$ cat config.mk
export PLATFORM = sky130hd
export DESIGN_NAME = xml_entity_decoder_top
export DESIGN_NICKNAME = d
export VERILOG_FILES = /design/src/xed_pkg.sv /design/src/xml_entity_decoder_top.sv
export SDC_FILE = /design/constraint.sdc
export NUM_CORES = 1
export LEC_CHECK = 0
export BUFFER_PORTS_ARGS = -buffer_cell sky130_fd_sc_hd__buf_2
export CORE_ASPECT_RATIO = 1.1
export CORE_MARGIN = 2
export CORE_UTILIZATION = 65
export DETAILED_ROUTE_END_ITERATION = 10
export PLACE_DENSITY = 0.84
export SETUP_SLACK_MARGIN = 0.1
export SYNTH_ARGS = -nofsm -noshare
export SYNTH_HDL_FRONTEND = slang
export SYNTH_SLANG_ARGS = --single-unit
$ cat constraint.sdc
create_clock -name clk -period 10.8 [get_ports clk]
set_input_delay 2.7 -clock clk [delete_from_list [all_inputs] [get_ports clk]]
set_output_delay 2.7 -clock clk [all_outputs]
set_load 0.005 [all_outputs]
$ cat src/xed_pkg.sv
// constants shared by the entity decoder: entity spellings, lengths and replacement bytes
// no dependencies

package xed_pkg;

  typedef logic [7:0] char_t;

  localparam int HOLD_DEPTH = 5;
  localparam int NUM_ENT    = 4;
  localparam int ENT_MAX    = 6;
  localparam int RES_MAX    = 6;

  localparam char_t CH_AMP = 8'h26;

  localparam char_t ENT_TEXT [NUM_ENT][ENT_MAX] = '{
    '{8'h26, 8'h6E, 8'h62, 8'h73, 8'h70, 8'h3B},
    '{8'h26, 8'h6C, 8'h74, 8'h3B, 8'h00, 8'h00},
    '{8'h26, 8'h67, 8'h74, 8'h3B, 8'h00, 8'h00},
    '{8'h26, 8'h61, 8'h6D, 8'h70, 8'h3B, 8'h00}
  };

  localparam logic [2:0] ENT_LEN [NUM_ENT] = '{3'd6, 3'd4, 3'd4, 3'd5};

  localparam char_t ENT_CHAR [NUM_ENT] = '{8'h20, 8'h3C, 8'h3E, 8'h26};

endpackage

$ cat src/xml_entity_decoder_top.sv
// streaming decoder for the entities &nbsp; &lt; &gt; &amp; on a byte stream
// depends on xed_pkg for the entity table

// One byte enters per cycle through an input register; a single combinational pass
// matches it against the held prefix and loads the result queue. A byte that gives
// zero or one result is done with in one pass, so plain text flows at one byte per cycle
// while out_ready is high. A byte that releases held bytes (a broken match or the end of
// a string) loads up to six bytes into the queue, and the input register stalls behind it.
// The result queue drains one byte per cycle while out_ready is high; out_run_last marks
// the last byte of each request and out_text_end the final byte of the decoded string.
module xml_entity_decoder_top (
  input  logic       clk,
  input  logic       rst_n,
  input  logic       in_valid,
  output logic       in_ready,
  input  logic [7:0] in_byte,
  input  logic       in_last,
  output logic       out_valid,
  input  logic       out_ready,
  output logic [7:0] out_byte,
  output logic       out_run_last,
  output logic       out_text_end
);

  // input register
  logic       in_v_r;
  logic [7:0] in_byte_r;
  logic       in_last_r;

  // held prefix
  xed_pkg::char_t held_r [xed_pkg::HOLD_DEPTH];
  xed_pkg::char_t held_nxt [xed_pkg::HOLD_DEPTH];
  logic [2:0]     held_cnt_r;
  logic [2:0]     held_cnt_nxt;

  // result queue
  xed_pkg::char_t q_byte_r [xed_pkg::RES_MAX];
  logic [2:0]     q_cnt_r;
  logic           q_end_r;

  logic           proc;
  logic           out_take;
  logic [2:0]     len;
  xed_pkg::char_t cand [xed_pkg::ENT_MAX];
  xed_pkg::char_t res [xed_pkg::RES_MAX];
  logic [2:0]     res_cnt;
  logic           full;
  logic           prefix;
  xed_pkg::char_t full_char;
  logic           hold;
  logic           same;

  assign out_take = out_valid && out_ready;
  assign proc     = in_v_r && ((q_cnt_r == 3'd0) || ((q_cnt_r == 3'd1) && out_ready));
  assign in_ready = !in_v_r || proc;

  assign out_valid    = (q_cnt_r != 3'd0);
  assign out_byte     = q_byte_r[0];
  assign out_run_last = (q_cnt_r == 3'd1);
  assign out_text_end = (q_cnt_r == 3'd1) && q_end_r;

  always_comb begin
    len = held_cnt_r + 3'd1;
    for (int i = 0; i < xed_pkg::ENT_MAX; i++) begin
      cand[i] = (3'(i) < held_cnt_r && i < xed_pkg::HOLD_DEPTH) ?
                held_r[(i < xed_pkg::HOLD_DEPTH) ? i : 0] : in_byte_r;
    end

    full      = 1'b0;
    prefix    = 1'b0;
    full_char = xed_pkg::ENT_CHAR[0];
    for (int e = xed_pkg::NUM_ENT - 1; e >= 0; e--) begin
      same = (len <= xed_pkg::ENT_LEN[e]);
      for (int i = 0; i < xed_pkg::ENT_MAX; i++) begin
        if (3'(i) < len && cand[i] != xed_pkg::ENT_TEXT[e][i]) begin
          same = 1'b0;
        end
      end
      if (same && len == xed_pkg::ENT_LEN[e]) begin
        full      = 1'b1;
        full_char = xed_pkg::ENT_CHAR[e];
      end
      if (same && len < xed_pkg::ENT_LEN[e]) begin
        prefix = 1'b1;
      end
    end

    hold = !full && prefix && (held_cnt_r < 3'(xed_pkg::HOLD_DEPTH));

    for (int i = 0; i < xed_pkg::RES_MAX; i++) begin
      res[i] = cand[i];
    end
    for (int i = 0; i < xed_pkg::HOLD_DEPTH; i++) begin
      held_nxt[i] = held_r[i];
    end

    priority if (full) begin
      res[0]       = full_char;
      res_cnt      = 3'd1;
      held_cnt_nxt = 3'd0;
    end else if (hold) begin
      res_cnt = in_last_r ? len : 3'd0;
      for (int i = 0; i < xed_pkg::HOLD_DEPTH; i++) begin
        held_nxt[i] = cand[i];
      end
      held_cnt_nxt = len;
    end else begin
      // broken match: release held bytes, then handle the byte afresh
      if (in_byte_r == xed_pkg::CH_AMP) begin
        res_cnt      = in_last_r ? len : held_cnt_r;
        held_nxt[0]  = xed_pkg::CH_AMP;
        held_cnt_nxt = 3'd1;
      end else begin
        res_cnt      = len;
        held_cnt_nxt = 3'd0;
      end
    end

    if (in_last_r) begin
      held_cnt_nxt = 3'd0;
    end
  end

  always_ff @(posedge clk) begin
    if (!rst_n) begin
      in_v_r     <= 1'b0;
      held_cnt_r <= 3'd0;
      q_cnt_r    <= 3'd0;
    end else begin
      if (in_valid && in_ready) begin
        in_v_r <= 1'b1;
      end else if (proc) begin
        in_v_r <= 1'b0;
      end

      if (proc) begin
        held_cnt_r <= held_cnt_nxt;
        q_cnt_r    <= res_cnt;
      end else if (out_take) begin
        q_cnt_r <= q_cnt_r - 3'd1;
      end
    end
  end

  always_ff @(posedge clk) begin
    if (in_valid && in_ready) begin
      in_byte_r <= in_byte;
      in_last_r <= in_last;
    end
    if (proc) begin
      for (int i = 0; i < xed_pkg::HOLD_DEPTH; i++) begin
        held_r[i] <= held_nxt[i];
      end
      for (int i = 0; i < xed_pkg::RES_MAX; i++) begin
        q_byte_r[i] <= res[i];
      end
      q_end_r <= in_last_r;
    end else if (out_take) begin
      for (int i = 0; i < xed_pkg::RES_MAX - 1; i++) begin
        q_byte_r[i] <= q_byte_r[i + 1];
      end
    end
  end

endmodule
Word-level counts from Yosys, hierarchy flattened
Memories as Yosys holds them, arrays and structs flattened.
Cells that the tools add are included.
Widths: inputs -> output; s select.
{"block": "word_totals", "ff_bits": 17, "n_memories": 2, "ram_bits": 88, "output_inout_bits": 12, "in_bits": 13, "elab_cells": 161}
{"name": "q_byte_r", "depth": 6, "width": 8, "rd": 6, "rd_ports_with_merged_regs": 0, "wr": 6, "line": "xml_entity_decoder_top.sv:37", "source": "xed_pkg::char_t q_byte_r [xed_pkg::RES_MAX];"}
{"name": "held_r", "depth": 5, "width": 8, "rd": 5, "rd_ports_with_merged_regs": 0, "wr": 5, "line": "xml_entity_decoder_top.sv:31", "source": "xed_pkg::char_t held_r [xed_pkg::HOLD_DEPTH];"}
{"block": "op_classes", "n_mux": 68, "add_sub_neg": 2, "magnitude_cmp": 18, "eq_ne": 19, "bitwise": 5, "n_reduce_logical": 41}
{"op": "$mux 8", "n": 16}
{"op": "$ne 8x7->1 const B", "n": 10}
{"op": "$mux 40", "n": 1}
{"op": "$mux 1", "n": 39}
{"op": "$mux 3", "n": 11}
{"op": "$mux 32", "n": 1}
{"op": "$ne 8x6->1 const B", "n": 4}
{"op": "$logic_and 1x1->1", "n": 31}
{"op": "$reduce_bool 8->1", "n": 2}
{"op": "$lt 1x3->1 const A", "n": 4}
{"op": "$lt 2x3->1 const A", "n": 4}
{"op": "$lt 3x3->1 const B", "n": 4}
{"op": "$eq 3x3->1 const B", "n": 3}
{"op": "$le 3x3->1 const B", "n": 3}
{"op": "$lt 3x3->1 const A", "n": 3}
{"op": "$eq 8x6->1 const B", "n": 1}
{"op": "$or 1x1->1", "n": 5}
{"op": "$reduce_bool 2->1", "n": 2}
{"op": "$add 3x1->3 const B", "n": 1}
{"op": "$eq 3x1->1 const B", "n": 1}
{"op": "$logic_not 3->1", "n": 1}
{"op": "$reduce_bool 3->1", "n": 1}
{"op": "$sub 3x1->3 const B", "n": 1}
{"op": "$logic_not 1->1", "n": 2}
{"op": "$logic_or 1x1->1", "n": 2}

Longest topological paths before layout
{"block": "logic_depth", "word_depth": 21, "ltp_mapped": 13, "depth_no_buf": 10}

Worst setup path before layout
No wires, ideal clock.
{"block": "synth_timing", "path_type": "input -> output", "startpoint": "input out_ready", "endpoint": "output in_ready", "cell_stages": 2, "required_time_ns": 8.100, "n_path_buf": 0, "slack_ns": 5.083, "arrival_ns": 3.017, "path_cell_list": "a21boi_0 nand2_1"}
{"block": "synth_via", "elab_chain_cells": 4}
{"element": "start: declaration", "line": "xml_entity_decoder_top.sv:19", "source": "input logic out_ready,"}
{"element": "$logic_and 1x1->1", "line": "xml_entity_decoder_top.sv:54", "source": "assign proc = in_v_r && ((q_cnt_r == 3'd0) || ((q_cnt_r == 3'd1) && out_ready));"}
{"element": "$logic_or 1x1->1", "line": "xml_entity_decoder_top.sv:54"}
{"element": "$logic_and 1x1->1", "line": "xml_entity_decoder_top.sv:54"}
{"element": "$logic_or 1x1->1", "line": "xml_entity_decoder_top.sv:55", "source": "assign in_ready = !in_v_r || proc;"}
{"element": "end: declaration", "line": "xml_entity_decoder_top.sv:15", "source": "output logic in_ready,"}
No other way between the ends.

Worst setup path after layout
Ends and elaborated chain as after synthesis.

==> results.py <==
metrics = {
    "clock_network": {
        "clk_pin_slew_ps": 110,
        "cts.repair.resized": 0,
        "htreeDepth": 3,
        "root_buffer": "clkbuf_8",
        "clock-sinks": 105,
        "cts_setup_buffers": 0,
        "tritoncts": "built",
        "clk_latency_ps": 390,
        "cts_buffer_depth": 2,
        "cts_buffers": 9,
        "holdBufCountCts": 0,
    },
    "synth": {
        "synth_top_family_by_area": "simple AND/OR/NAND/NOR gates",
        "yosys.area_share.simple_pct": 18.7,
        "synthMuxAreaShare_pct": 10.6,
        "netlist_top_cells_count": "98 x edfxtp_1, 79 x nand2_1, 40 x mux2_2",
        "ys_async_sr_fraction_pct": 0,
        "synth_xor_area_share_pct": 0,
        "synth-compound-area-share_pct": 8.75,
        "synth_seq_area_share_pct": 56.3,
        "syn_nets": 487,
        "synth_top_area_share_pct": 53.7,
        "synth_most_common_cell": "edfxtp_1",
        "ys_warn_count": 0,
        "yosys.area.top_type": "edfxtp_1",
        "synthFlopType": "edfxtp_1",
        "syn-cell-area_mm2": 0.00548,
        "synth.area.top_cells": "edfxtp_1 54%, mux2_2 8.2%, nand2_1 5.4%, dfxtp_1 2.6%, mux2i_1 2.4%",
        "ys_types": 68,
        "avgSynthCellArea_um2": 11.7,
        "syn_inst": 468,
        "synth.ff_latch_count": 105,
        "synth_adder_area_share_pct": 1.37,
        "synth-edff-count": 98,
    },
    "global_route": {
        "grt_max_degree": 46,
        "grt.overflow.total": 0,
        "antenna_found_initial": 0,
        "grt_pass1_wl_um": 18700,
        "grt_pass1_vias": 3833,
        "track_usage_pct": 26.6,
    },
    "power": {
        "total_power_mw": 1.13,
        "power_density_mw_per_mm2": 197,
        "switching_power_uw": 355,
        "intPower_uw": 775,
        "p_comb_share_pct": 24.1,
        "switching_share_pct": 31.4,
        "ir_drop_uv": 145,
        "power.leakage_nw": 2.05,
        "power.share.sequential_pct": 54.9,
        "clkPwrFrac_pct": 20.9,
    },
    "detailed_routing": {
        "top_layer_used": "met4",
        "drcViolationCount": 0,
        "antenna_left": 0,
        "dr.pass1.iters": 5,
        "wl_um": 11600,
        "met3_length_um": 690,
        "drt_iter0_drc": 420,
        "routed_via_density": 6.57,
        "wire_per_inst_um": 19.9,
        "wl_met2_um": 5720,
        "detailroute.via_count": 3829,
        "m1WireLength_um": 4770,
    },
    "floorplanning": {
        "die_area_mm2": 0.00918,
        "die_h_um": 100,
        "core_mm2": 0.00828,
        "start_util_pct": 66.2,
        "io_pins": 25,
        "num_rows": 35,
        "die_x_um": 91.5,
    },
    "setup_path": {
        "path_cells": "buf_2, a21boi_0, nand2_1, buf_2",
        "start_kind": "input port",
        "worst_ep_arrival_time_ps": 3320,
        "criticalPathCategory": "in2out",
        "cpLargestDelayFamily": "buffers and inverters",
        "critPathMostFrequentCell": "buf_2",
        "critPathBufInv": 2,
        "critical_path_required_ps": 8100,
        "critical_path.max_stage_delay_ps": 250,
        "r2r_start": "held_cnt_r[2]$_SDFFE_PN0P_",
        "cp_max_fo": 5,
        "crit_slowest_cell": "a21boi_0",
        "end_kind": "output port",
        "crit_start": "out_ready",
    },
    "timing": {
        "setup_violations": 0,
        "maxClockFrequency_ghz": 0.166,
        "clock_skew_ps": 16.5,
        "final.setup.worst_slack_ps": 4780,
        "finalMaxSlewViolations": 0,
        "rsz0062_at_grt": "no",
        "worst_pin_slew_ps": 1100,
        "fin_crit_sh_pct": 55.8,
        "maxSlewHeadroom_pct": 26.2,
        "hold_viol_final": 0,
        "setup_tns_ps": 0,
        "layout_min_cycle_time_ps": 6020,
    },
    "layout": {
        "nFillCells": 620,
        "syn2layout_area_growth_pct": 4.93,
        "diodes": 0,
        "fin_nets": 486,
        "drive_above_1_share_pct": 21.0,
    },
    "placement": {
        "hpwlAfterDp_um": 7750,
        "place_congestion": 0.944,
        "pre_cts_ws_ps": 4780,
        "io_buffers": 24,
    },
    "job": {
        "cap_viol_max_count": 0,
    },
    "worst_hold_path": {
        "min_from": "q_byte_r[0][8]$_DFFE_PP_",
        "hold_path.class": "reg2reg",
    },
    "status": {
        "status": "completed",
    },
}
==> worst register-to-register path, cell delays in order (launching register included) <==
cell and delay [ps]:
dfxtp_1 970, or2_2 430, mux2i_1 170, a221oi_1 640, a21o_1 290, and4b_1 220, o31a_2 280, nand2_2 200
nor2_2 110, buf_4 400
==> logic make-up (layout without fill, tap and decap cells) <==
logic type	after synthesis	after routing
buffers and inverters	46	50
and+or+nand+nor	195	195
AOI/OAI and AO/OA	63	63
muxes	53	53
DFF	105	105
adders and majority gates	6	6
==> cell type report <==
cell class	count	area [µm²]	share of cell area, %
Inverter	9	33.8	0.588
Clock buffer	10	128	2.22
Sequential cell	105	3080	53.6
Timing Repair Buffer	25	128	2.22
Tap cell	111	139	2.42
Multi-Input combinational cell	317	2170	37.8
Clock inverter	6	62.6	1.09
==> per-layer routing <==
metal  up-vias  GRT usage [%]
li1       1739              -
met1      1890           33.6
met2       163           44.5
met3        37           4.28
met4         0           14.0
met5         -              0
==> power by group through the flow <==
stage | registers, mW | logic [mW] | clock network, mW
after global placement | 0.627 | 0.264 | 0
after global routing | 0.628 | 0.301 | 0.249
after detailed placement | 0.630 | 0.274 | 0
after CTS | 0.621 | 0.275 | 0.237
after floorplan | 0.598 | 0.225 | 0
final | 0.621 | 0.273 | 0.236
==> worst paths after layout <==
path                                                  to  slack, ps  cells past startpoint
worst max register to register   held_r[0][16]$_DFFE_PP_       6730                      9
worst min-delay path            q_byte_r[0][0]$_DFFE_PP_        550                      2
worst min register to register  q_byte_r[0][0]$_DFFE_PP_        550                      2
worst max-delay path                            in_ready       4780                      4
==> metrics by stage <==
| stage | hold slack, ps | area [µm²] | util, % | std cells |
|---|---|---|---|---|
| 6_report | 553 | 5750 | 69.4 | 583 |
| 3_5_place_dp | 528 | 5560 | 67.1 | 567 |
| 3_3_place_gp | 502 | 5560 | 67.1 | 567 |
| 2_1_floorplan | 421 | 5480 | - | 468 |
| 5_1_grt | 566 | 5750 | 69.4 | 583 |
| 4_1_cts | 554 | 5750 | 69.4 | 583 |
==> sequential cells by signal (all words and copies together) (netlist names) <==
register    cells
held_cnt_r      3
held_r         40
in_byte_r       8
in_last_r       1
in_v_r          1
q_byte_r       48
q_cnt_r         3
q_end_r         1
==> cell usage in the layout, fill, tap and decap left out, types with 2 or more instances in the layout <==
cell type	netlist	layout
inv_1	9	9
nand3_1	13	12
clkinv_4	0	3
a211oi_1	2	2
nor4b_1	2	2
o31ai_1	4	4
o21ai_0	8	8
mux2_2	40	40
ha_1	6	6
and3_1	2	2
mux2i_1	13	13
nand2_1	79	79
nand2b_1	7	7
or4b_2	2	2
o31a_1	2	2
nand4b_1	2	2
buf_2	3	24
clkbuf_8	0	9
edfxtp_1	98	98
nand3b_1	9	9
nand4_1	3	3
or2_2	2	2
a21boi_0	2	2
o41ai_2	2	2
dfxtp_1	7	7
nor4_1	7	7
nor4bb_1	4	4
a31oi_1	9	9
a21o_1	3	3
nor2b_1	5	5
or3_1	2	2
or4_1	3	3
nor2_1	29	28
or3b_1	2	2
a311oi_1	2	2
a21oi_1	11	11
nor3_1	9	8
and2_1	3	3
No activity file was read; power rests on OpenSTA's default activity.
